## config.mk

```make
export PLATFORM = sky130hd
export DESIGN_NAME = moving_average_threshold_detector
export DESIGN_NICKNAME = d
export VERILOG_FILES = /design/src/rtl/core/matd_pkg.sv /design/src/rtl/core/moving_average_threshold_detector.sv /design/src/rtl/core/matd_div.sv
export SDC_FILE = /design/constraint.sdc
export NUM_CORES = 2
export LEC_CHECK = 0
export BUFFER_PORTS_ARGS = -buffer_cell sky130_fd_sc_hd__buf_2
export CAP_MARGIN = 20
export CORE_AREA = 2 2 416 418
export DETAILED_ROUTE_END_ITERATION = 6
export DIE_AREA = 0 0 418 420
export REMOVE_ABC_BUFFERS = 1
export SYNTH_ARGS = -nofsm -noshare
export SYNTH_HDL_FRONTEND = slang
export SYNTH_SLANG_ARGS = --single-unit
```

## constraint.sdc

```tcl
create_clock -name clk -period 9.7 [get_ports clk]
set_clock_uncertainty 0.15 [all_clocks]
set_input_delay 1.455 -clock clk [delete_from_list [all_inputs] [get_ports clk]]
set_output_delay 1.455 -clock clk [all_outputs]
set_load 0.05 [all_outputs]
```

## src/rtl/core/matd_pkg.sv

```systemverilog
`timescale 1ns / 1ps
// Package for the moving average threshold detector.
// Beat types, register indexes, codes and sizing constants; no dependencies.
package matd_pkg;

  localparam int MAX_WINDOW = 64;
  localparam int POS_W      = $clog2(MAX_WINDOW);
  localparam int LEVEL_W    = 16;
  localparam int WIN_W      = 7;
  localparam int SUM_W      = 22;
  localparam int MODE_W     = 2;
  localparam int CFG_IDX_W  = 3;
  localparam int CFG_DATA_W = 16;

  localparam logic [CFG_IDX_W-1:0] REG_FILTER_ENABLE = 3'd0;
  localparam logic [CFG_IDX_W-1:0] REG_WINDOW_SIZE   = 3'd1;
  localparam logic [CFG_IDX_W-1:0] REG_DETECT_MODE   = 3'd2;
  localparam logic [CFG_IDX_W-1:0] REG_SINGLE_THRESH = 3'd3;
  localparam logic [CFG_IDX_W-1:0] REG_LOW_THRESH    = 3'd4;
  localparam logic [CFG_IDX_W-1:0] REG_HIGH_THRESH   = 3'd5;

  localparam logic [MODE_W-1:0] MODE_SINGLE = 2'd1;
  localparam logic [MODE_W-1:0] MODE_HYST   = 2'd2;

  localparam logic CMD_SAMPLE = 1'b0;
  localparam logic CMD_EVAL   = 1'b1;

  typedef struct packed {
    logic               command;
    logic [LEVEL_W-1:0] sample_level;
  } in_beat_t;

  typedef struct packed {
    logic [LEVEL_W-1:0] current_level;
    logic [LEVEL_W-1:0] previous_level;
    logic               switch_on;
    logic               switch_changed;
  } out_beat_t;

  typedef struct packed {
    logic             start;
    logic [SUM_W-1:0] dividend;
    logic [WIN_W-1:0] divisor;
  } div_req_t;

  typedef struct packed {
    logic             done;
    logic [SUM_W-1:0] quotient;
  } div_rsp_t;

  typedef enum logic [2:0] {
    S_IDLE,
    S_READ,
    S_SUM,
    S_DIV,
    S_DONE
  } state_t;

endpackage

```

## src/rtl/core/moving_average_threshold_detector.sv

```systemverilog
`timescale 1ns / 1ps
// Moving average threshold detector, top level. Uses matd_pkg and matd_div.
// Evaluate beats and unfiltered samples go straight from accept to S_DONE;
// filtered samples pass S_READ (ring read), S_SUM (sum update) and S_DIV (divider).
// S_DONE waits until out_data is free or being taken, then loads it and raises out_valid.
// One item at a time; in_ready returns in the same cycle that out_valid rises.
// Sync reset clears controls, registers, sum, position and ring valid bits.
module moving_average_threshold_detector (
  input  logic                                 clk,
  input  logic                                 rst,
  input  logic                                 in_valid,
  output logic                                 in_ready,
  input  matd_pkg::in_beat_t                   in_data,
  output logic                                 out_valid,
  input  logic                                 out_ready,
  output matd_pkg::out_beat_t                  out_data,
  input  logic                                 cfg_valid,
  output logic                                 cfg_ready,
  input  logic [matd_pkg::CFG_IDX_W-1:0]       cfg_index,
  input  logic [matd_pkg::CFG_DATA_W-1:0]      cfg_data
);
  import matd_pkg::*;

  state_t state, state_next;

  logic               filter_enable;
  logic [WIN_W-1:0]   window_size;
  logic [MODE_W-1:0]  detect_mode;
  logic [LEVEL_W-1:0] single_threshold;
  logic [LEVEL_W-1:0] low_threshold;
  logic [LEVEL_W-1:0] high_threshold;

  logic [LEVEL_W-1:0] ring [MAX_WINDOW];
  logic [MAX_WINDOW-1:0] ring_vld;
  logic [LEVEL_W-1:0] rd_data;
  logic               rd_vld;

  logic [SUM_W-1:0]   running_sum;
  logic [POS_W-1:0]   ring_position;
  logic [POS_W-1:0]   pos;
  logic [LEVEL_W-1:0] sample;
  logic [LEVEL_W-1:0] level_now;
  logic [LEVEL_W-1:0] level_before;
  logic               switch_state;
  logic               changed;

  logic               in_acc;
  logic               cfg_acc;
  logic               filt_clear;
  logic [WIN_W-1:0]   win_eff;
  logic [WIN_W-1:0]   pos_inc;
  logic [POS_W-1:0]   pos_new;
  logic               sw_next;
  logic               eval_active;
  logic [LEVEL_W-1:0] old_val;
  logic [SUM_W-1:0]   sum_base;
  logic [SUM_W-1:0]   sum_new;
  logic [LEVEL_W-1:0] quo_sat;
  logic               out_load;

  div_req_t div_req;
  div_rsp_t div_rsp;

  assign in_ready  = (state == S_IDLE);
  assign cfg_ready = 1'b1;
  assign in_acc    = in_valid && in_ready;
  assign cfg_acc   = cfg_valid && cfg_ready;
  assign filt_clear = cfg_acc &&
                      (cfg_index == REG_FILTER_ENABLE || cfg_index == REG_WINDOW_SIZE);

  always_comb begin
    if (window_size == '0) begin
      win_eff = WIN_W'(1);
    end else if (window_size > WIN_W'(MAX_WINDOW)) begin
      win_eff = WIN_W'(MAX_WINDOW);
    end else begin
      win_eff = window_size;
    end
    pos_inc = WIN_W'(ring_position) + WIN_W'(1);
    pos_new = (pos_inc >= win_eff) ? '0 : pos_inc[POS_W-1:0];
  end

  always_comb begin
    sw_next     = switch_state;
    eval_active = 1'b1;
    unique case (detect_mode)
      MODE_SINGLE: sw_next = (level_now >= single_threshold);
      MODE_HYST: begin
        if (level_now <= low_threshold) begin
          sw_next = 1'b0;
        end else if (level_now >= high_threshold) begin
          sw_next = 1'b1;
        end
      end
      default: eval_active = 1'b0;
    endcase
  end

  always_comb begin
    old_val  = rd_vld ? rd_data : '0;
    sum_base = (running_sum < SUM_W'(old_val)) ? '0 : running_sum - SUM_W'(old_val);
    sum_new  = sum_base + SUM_W'(sample);
    quo_sat  = (|div_rsp.quotient[SUM_W-1:LEVEL_W]) ? '1 : div_rsp.quotient[LEVEL_W-1:0];
    div_req.start    = (state == S_SUM);
    div_req.dividend = sum_new;
    div_req.divisor  = win_eff;
  end

  matd_div u_div (
    .clk (clk),
    .rst (rst),
    .req (div_req),
    .rsp (div_rsp)
  );

  always_ff @(posedge clk) begin
    if (rst) begin
      state <= S_IDLE;
    end else begin
      state <= state_next;
    end
  end

  always_comb begin
    state_next = state;
    out_load   = 1'b0;
    unique case (state)
      S_IDLE: begin
        if (in_acc) begin
          if (in_data.command == CMD_SAMPLE && filter_enable) begin
            state_next = S_READ;
          end else begin
            state_next = S_DONE;
          end
        end
      end
      S_READ: state_next = S_SUM;
      S_SUM:  state_next = S_DIV;
      S_DIV: begin
        if (div_rsp.done) begin
          state_next = S_DONE;
        end
      end
      S_DONE: begin
        if (!out_valid || out_ready) begin
          out_load   = 1'b1;
          state_next = S_IDLE;
        end
      end
      default: state_next = S_IDLE;
    endcase
  end

  // config registers
  always_ff @(posedge clk) begin
    if (rst) begin
      filter_enable    <= 1'b0;
      window_size      <= WIN_W'(1);
      detect_mode      <= '0;
      single_threshold <= '0;
      low_threshold    <= '0;
      high_threshold   <= '0;
    end else if (cfg_acc) begin
      case (cfg_index)
        REG_FILTER_ENABLE: filter_enable    <= cfg_data[0];
        REG_WINDOW_SIZE:   window_size      <= cfg_data[WIN_W-1:0];
        REG_DETECT_MODE:   detect_mode      <= cfg_data[MODE_W-1:0];
        REG_SINGLE_THRESH: single_threshold <= cfg_data[LEVEL_W-1:0];
        REG_LOW_THRESH:    low_threshold    <= cfg_data[LEVEL_W-1:0];
        REG_HIGH_THRESH:   high_threshold   <= cfg_data[LEVEL_W-1:0];
        default: ;
      endcase
    end
  end

  // ring memory
  always_ff @(posedge clk) begin
    if (state == S_SUM) begin
      ring[pos] <= sample;
    end
    rd_data <= ring[pos];
  end

  always_ff @(posedge clk) begin
    if (rst || filt_clear) begin
      ring_vld <= '0;
      rd_vld   <= 1'b0;
    end else begin
      rd_vld <= ring_vld[pos];
      if (state == S_SUM) begin
        ring_vld[pos] <= 1'b1;
      end
    end
  end

  // datapath and control state
  always_ff @(posedge clk) begin
    if (rst) begin
      running_sum   <= '0;
      ring_position <= '0;
      level_now     <= '0;
      level_before  <= '0;
      switch_state  <= 1'b0;
      changed       <= 1'b0;
      out_valid     <= 1'b0;
      pos           <= '0;
    end else begin
      if (filt_clear) begin
        running_sum   <= '0;
        ring_position <= '0;
      end
      if (in_acc) begin
        changed <= 1'b0;
        sample  <= in_data.sample_level;
        pos     <= pos_new;
        if (in_data.command == CMD_SAMPLE) begin
          level_before <= level_now;
          if (!filter_enable) begin
            level_now <= in_data.sample_level;
          end
        end else if (eval_active && sw_next != switch_state) begin
          switch_state <= sw_next;
          changed      <= 1'b1;
        end
      end
      if (state == S_SUM) begin
        running_sum   <= sum_new;
        ring_position <= pos;
      end
      if (state == S_DIV && div_rsp.done) begin
        level_now <= quo_sat;
      end
      if (out_load) begin
        out_valid <= 1'b1;
      end else if (out_ready) begin
        out_valid <= 1'b0;
      end
    end
  end

  always_ff @(posedge clk) begin
    if (out_load) begin
      out_data.current_level  <= level_now;
      out_data.previous_level <= level_before;
      out_data.switch_on      <= switch_state;
      out_data.switch_changed <= changed;
    end
  end

  a_div_done_in_div: assert property (@(posedge clk) disable iff (rst)
    div_rsp.done |-> state == S_DIV)
    else $error("divider finished outside the divide phase");

  a_out_from_done: assert property (@(posedge clk) disable iff (rst)
    $rose(out_valid) |-> $past(state) == S_DONE)
    else $error("result beat raised without a finished item");

  a_pos_in_window: assert property (@(posedge clk) disable iff (rst)
    state == S_IDLE |-> WIN_W'(ring_position) < win_eff)
    else $error("ring position outside the active window");

endmodule

```

## src/rtl/core/matd_div.sv

```systemverilog
`timescale 1ns / 1ps
// Restoring radix-2 divider, one quotient bit per cycle.
// Depends on matd_pkg for widths and the request/response structs.
module matd_div (
  input  logic               clk,
  input  logic               rst,
  input  matd_pkg::div_req_t req,
  output matd_pkg::div_rsp_t rsp
);
  import matd_pkg::*;

  localparam int CNT_W = $clog2(SUM_W + 1);

  logic [SUM_W-1:0] quo;
  logic [WIN_W-1:0] rem;
  logic [WIN_W-1:0] dvs;
  logic [CNT_W-1:0] cnt;
  logic             busy;
  logic             done;

  logic [WIN_W:0]   shifted;
  logic             fits;
  logic [WIN_W:0]   diff;

  always_comb begin
    shifted = {rem, quo[SUM_W-1]};
    fits    = shifted >= {1'b0, dvs};
    diff    = shifted - {1'b0, dvs};
  end

  always_ff @(posedge clk) begin
    if (rst) begin
      busy <= 1'b0;
      done <= 1'b0;
      cnt  <= '0;
    end else begin
      done <= 1'b0;
      if (req.start) begin
        busy <= 1'b1;
        cnt  <= CNT_W'(SUM_W);
      end else if (busy) begin
        cnt <= cnt - 1'b1;
        if (cnt == CNT_W'(1)) begin
          busy <= 1'b0;
          done <= 1'b1;
        end
      end
    end
  end

  always_ff @(posedge clk) begin
    if (req.start) begin
      quo <= req.dividend;
      rem <= '0;
      dvs <= req.divisor;
    end else if (busy) begin
      quo <= {quo[SUM_W-2:0], fits};
      rem <= fits ? diff[WIN_W-1:0] : shifted[WIN_W-1:0];
    end
  end

  assign rsp.done     = done;
  assign rsp.quotient = quo;

endmodule

```

Word level (Yosys, flattened, before mapping)
Memory sizes are Yosys's and may differ from the RTL's. A register that Yosys moved wholly into a read port is not among the register bits. Index checks and enable logic that the tools add are counted.

Flip-flop bits (word level): 288. Memory bits (writable): 1024. Memories: 1.

Add/sub/neg operators: 5. $lt $le $gt $ge: 9. Eq/ne operators: 18. Multiplexer cells: 44. Bitwise gates (word level): 4. Reduce and logical (&&, ||, !) cells: 32.

Memories: ring (words 64, width 16, rd ports 1, clocked after Yosys merged registers in 1, write ports 1, line moving_average_threshold_detector.sv:33) `logic [LEVEL_W-1:0] ring [MAX_WINDOW];`.

Operators by type and width (count): 22-bit 2-to-1 mux (5); 16-bit 2-to-1 mux (6); 64-bit bitwise OR (1); 16-bit >= comparator (2); 22-bit by 16-bit adder with 22-bit output (1); 22-bit by 16-bit < comparator with 1-bit output (1); 22-bit by 16-bit subtractor with 22-bit output (1); 7-bit 2-to-1 mux (3); 6-bit 2-to-1 mux (3); 1-bit 2-to-1 mux (17); 16-bit <= comparator (1); 2-bit AND reduction (8); 3-bit one-hot mux with 5 select lines (1); 3-bit by 2-bit == test with 1-bit output, second input constant (4); 3-bit 2-to-1 mux (4); 5-bit 2-to-1 mux (2); 3-bit == test, second input constant (3); 3-bit AND reduction (3); 8-bit by 7-bit >= comparator with 1-bit output (1); 2-bit by 1-bit != test with 1-bit output, second input constant (4); 2-bit nonzero test (4); 6-bit by 1-bit adder with 7-bit output, second input constant (1); 7-bit >= comparator (1); 7-bit greater-than comparator, second input constant (1); other kinds (22) (34).

Logic depth before layout (Yosys ltp)
Depth after elaboration: 8. Depth in mapped cells: 23. Depth with buffers taken out: 21.

Cells and area by module
From an unflattened synthesis, not the netlist that was laid out.

Cell total of the unflattened synthesis: 3460. Area total of the unflattened synthesis: 51386.8 um^2.

Modules (own cells, without submodules): moving_average_threshold_detector (times used 1, cells an instance 3277, area each 49169.7 um^2, sequential area each 36475.0 um^2); matd_div (times used 1, cells an instance 183, area each 2217.1 um^2, sequential area each 1151.1 um^2).

Worst setup path after synthesis
Ideal clock, no wire load.

Path type: flip-flop to flip-flop. Start point: register rd_vld. End point: register u_div.quo[20] (data pin). Data arrival time: 4773 ps. Required time: 9283 ps. Path slack: 4510 ps. Cell stages (with the launch flop): 23. Path through: dfxtp_1 > and2_1 > ha_1 > fa_1 > nand2b_1 > a21o_1 > a311oi_2 > a31o_2 > a21oi_1 > clkbuf_1 > nor2_1 > ha_1 > inv_1 > fa_1 > nand2b_1 > a21oi_1 > and4_1 > nor3_1 > nor3_1 > a221oi_1 > nor4_2 > mux2i_1 > o21ai_0.

Cells in the longest elaborated chain, start to end: 5. Elaborated cells on any way between the ends: 6. Classes of those cells: add/sub (2); order compare (1); mux (3).

Ends and longest elaborated chain: from (decl) (line moving_average_threshold_detector.sv:36) `logic rd_vld;`; from (signal assigned) (line moving_average_threshold_detector.sv:189) `rd_vld <= ring_vld[pos];`; 16-bit 2-to-1 mux (*) (line moving_average_threshold_detector.sv:100) `old_val = rd_vld ? rd_data : '0;`; 22-bit by 16-bit subtractor with 22-bit output / 22-bit by 16-bit < comparator with 1-bit output (equally long branches) (line moving_average_threshold_detector.sv:101) `sum_base = (running_sum < SUM_W'(old_val)) ? '0 : running_sum - SUM_W'(old_val);`; 22-bit 2-to-1 mux (*) (line moving_average_threshold_detector.sv:101); 22-bit by 16-bit adder with 22-bit output (*) (line moving_average_threshold_detector.sv:102) `sum_new = sum_base + SUM_W'(sample);`; 22-bit 2-to-1 mux (*) (line matd_div.sv:52) `if (req.start) begin`; to (signal assigned) (line matd_div.sv:53) `quo <= req.dividend;`; to (signal assigned) (line matd_div.sv:57) `quo <= {quo[SUM_W-2:0], fits};`; to (decl) (line matd_div.sv:14) `logic [SUM_W-1:0] quo;`.

Mark *: on every way between the ends. The rest lies on a longest branch, timed or not. A chain may end at the register's enable or synchronous reset.

Final worst setup path
Ends and elaborated chain as after synthesis.

==> metrics.txt <==
Max clock buf depth 3; clk_lat worst skew 0.76 ns; Seq/Total Area, Yosys 0.737; post-CTS setup buffer count 0; distinct cell type count after synthesis 78; commonest non-fill, non-tap cell in the layout edfxtp_1; input/output buffers between 70 and 80; Synth Cell Area slightly above 0.05 mm2; VDD IR max around 0.17 mV; max incr delay on CP around 0.48 ns; CTS clk-pin slew, worst paths approximately 0.070 ns; CP max stage cell dfxtp_1; Synth Area per Inst between 10 and 15 um2; largest net degree at the start of global routing ~110; Crit Path Max Fanout 16; RSZ-0062 raised after global routing no; Crit Path Class reg2reg; RR Startpoint rd_vld; Fillers between 15000 and 20000; crit start category flop; Wirelength per Cell roughly 24 um; Num CTS Buffers 120; Worst Hold Depth 0; HPWL Detailed about 80 mm; Clk Tree Root Cell clkbuf_16; max frequency roughly 170 MHz; Die ar. about 0.18 mm2; hold_buf cts 0; post-synthesis cell count between 3000 and 4000; met1 wire length approximately 62 mm; asr flop ratio synth 0; most frequent cells in the layout edfxtp_1, a22oi_1, nand2_1, dfxtp_1, a21oi_1; Power Total roughly 12 mW; Final period util 0.605; Final ANT Viol Nets 0; failing checks DRC; DR vias/cell about 5.3; TritonRoute pass-1 iters 7; RePlAce Congestion between 0.8 and 0.9; fraction of layout cells with a size suffix above 1 0.133; leakage power 18.9 nW; setup ws final 3.84 ns; setup TNS 0 ns; worst hold path class reg2reg; Antenna diodes 0; Initial DRC Count ~3600; Post-CTS Resized 0; fin util 0.346; CP cell instances and2_1 -> ha_1 -> fa_1 -> nand2b_1 -> a21o_1 -> a311oi_2 -> a31o_2 -> a21oi_1 -> buf_4 -> nor2_1 -> ha_1 -> inv_1 -> fa_1 -> nand2b_1 -> a21oi_1 -> and4_1 -> nor3_1 -> nor3_1 -> a221oi_1 -> nor4_2 -> mux2i_1 -> o21ai_0; final setup violation count 0; Area Growth Syn to Fin 15.7%; total gr overflow 0; CTS tree built; drt total wl 142 mm; HP Start level_before[1]; dpl ws about 3.8 ns; worst r2r path cells 22; slew margin rel. 0.224; Max Slew Vio Count 0; clk sink count around 1300; vias in the first global route 30300; prevailing post-synth register cell edfxtp_1; placeable core area between 0.15 and 0.2 mm2; Global Route Usage Sum 0.157; met3 WL post-DR ~11 mm; Worst Max-Slew Pin Slew 1.15 ns; Worst EP required roughly 10 ns; wire length of the first global-routing pass 206 mm; die extent in y roughly 420 um; initial antenna violation count 6; flops & latches, synth about 1300; H-Tree Depth 3; CP Capture Type flop; Ports 78; Post-synth EDFFs between 1000 and 1500; final-report hold violation count 0; outcome complete, but fails checks; max-cap violations 0; Row Count around 150; nets ~3700; critical path arrival just over 6 ns; routed via count approximately 31000; Power Dens Cells ~200 mW/mm2; met2 WL ~65 mm; max layer used met5; Initial Util 0.299; min cycle time layout just under 6 ns; die width between 400 and 500 um; DRC Markers 1; Worst Setup SP rd_vld; synth warn 0
sequential cells by signal, summed over array words and instances (netlist names), 2 cells and up:
signal,cells
low_threshold,16
sample,16
u_div.rem,7
running_sum,22
u_div.cnt,5
detect_mode,2
pos,6
rd_data,16
ring,1024
level_now,16
u_div.quo,22
state,3
u_div.dvs,7
level_before,16
ring_position,6
high_threshold,16
ring_vld,64
out_data,34
single_threshold,16
window_size,7
synthesized netlist by cell type (4+ instances only):
| library cell | count | area (um2) |
|---|---|---|
| o221ai_1 | 16 | 140 |
| a22o_1 | 93 | 815 |
| nand3_1 | 21 | 105 |
| a211oi_1 | 9 | 67.6 |
| a221oi_1 | 94 | 823 |
| nor2_1 | 152 | 571 |
| a21oi_1 | 170 | 851 |
| a31oi_1 | 100 | 626 |
| and2_1 | 5 | 31.3 |
| and3_1 | 6 | 37.5 |
| nand4_1 | 16 | 100 |
| a22oi_1 | 372 | 2790 |
| or2_2 | 7 | 43.8 |
| clkbuf_1 | 153 | 574 |
| ha_1 | 99 | 1240 |
| o211ai_1 | 7 | 52.6 |
| o21a_1 | 71 | 533 |
| or3b_2 | 4 | 35.0 |
| buf_1 | 42 | 158 |
| nor3_1 | 33 | 165 |
| buf_2 | 4 | 20.0 |
| dfxtp_1 | 225 | 4500 |
| edfxtp_1 | 1103 | 33100 |
| a21o_1 | 23 | 173 |
| nand3b_1 | 9 | 67.6 |
| a41oi_1 | 35 | 307 |
| or3_1 | 7 | 43.8 |
| o22ai_1 | 5 | 31.3 |
| a21boi_0 | 4 | 30.0 |
| nor4_1 | 33 | 206 |
| nand2b_1 | 22 | 138 |
| inv_1 | 79 | 297 |
| a21o_2 | 4 | 35.0 |
| nor2b_1 | 9 | 56.3 |
| nand2_1 | 309 | 1160 |
| xor2_1 | 16 | 140 |
| o21ai_0 | 38 | 190 |
| and4_1 | 4 | 35.0 |
| xnor2_1 | 20 | 175 |
metrics by stage:
stage / instances / area (um2) / hold WS, ns
2_1_floorplan: 3273 / 50300 / 0.258
3_3_place_gp: 5695 / 54500 / 0.266
3_5_place_dp: 5698 / 54500 / 0.265
4_1_cts: 5928 / 58900 / 0.281
5_1_grt: 5942 / 59100 / 0.287
6_report: 5942 / 59100 / 0.279
metal layers:
layer,GRT usage,vias up
met5,0,-
met1,0.222,16000
met4,0.0396,2
met3,0.0251,172
met2,0.251,1284
li1,-,14000
power breakdown:
part	total [mW]	internal [mW]	leakage, nW	switching (mW)
logic	0.405	0.118	4.96	0.287
registers	6.21	6.19	11.8	0.0236
clock network	5.13	2.95	2.13	2.18
logic make-up after synthesis:
group           share of synthesized area
xor+xnor                          0.00618
mux                              0.000588
compound gates                      0.151
other cells                     0.0000735
simple gates                       0.0581
fa+ha+maj                          0.0254
flops                               0.737
buf+inv                            0.0215
path summary, 6_finish.rpt:
kind,endpoint,slack [ns]
worst min-delay path,out_data[3],0.28
worst max-delay path,u_div.quo[20],3.84
worst max register to register,u_div.quo[20],3.84
worst min register to register,out_data[3],0.28
worst max-delay path, delay by kind of cell (launching register included):
family | cells | cell delay, ns
flip-flops | 1 | 0.48
multiplexers | 1 | 0.26
AO/OA/AOI/OAI | 7 | 1.55
buffers and inverters | 2 | 0.26
adder cells (fa/ha/maj) | 4 | 1.17
AND/OR/NAND/NOR | 8 | 1.77
cell type report:
cell class              instances  area, um2  area share
clock inverters                63        851      0.0144
multi-input cells            1865      12500       0.211
repair buffers                206       1550      0.0262
well taps                    2233       2790      0.0473
inverters                      80        300     0.00508
clock buffers                 167       3490      0.0591
flip-flops and latches       1328      37600       0.637
Power figures use the tool's default switching activity.
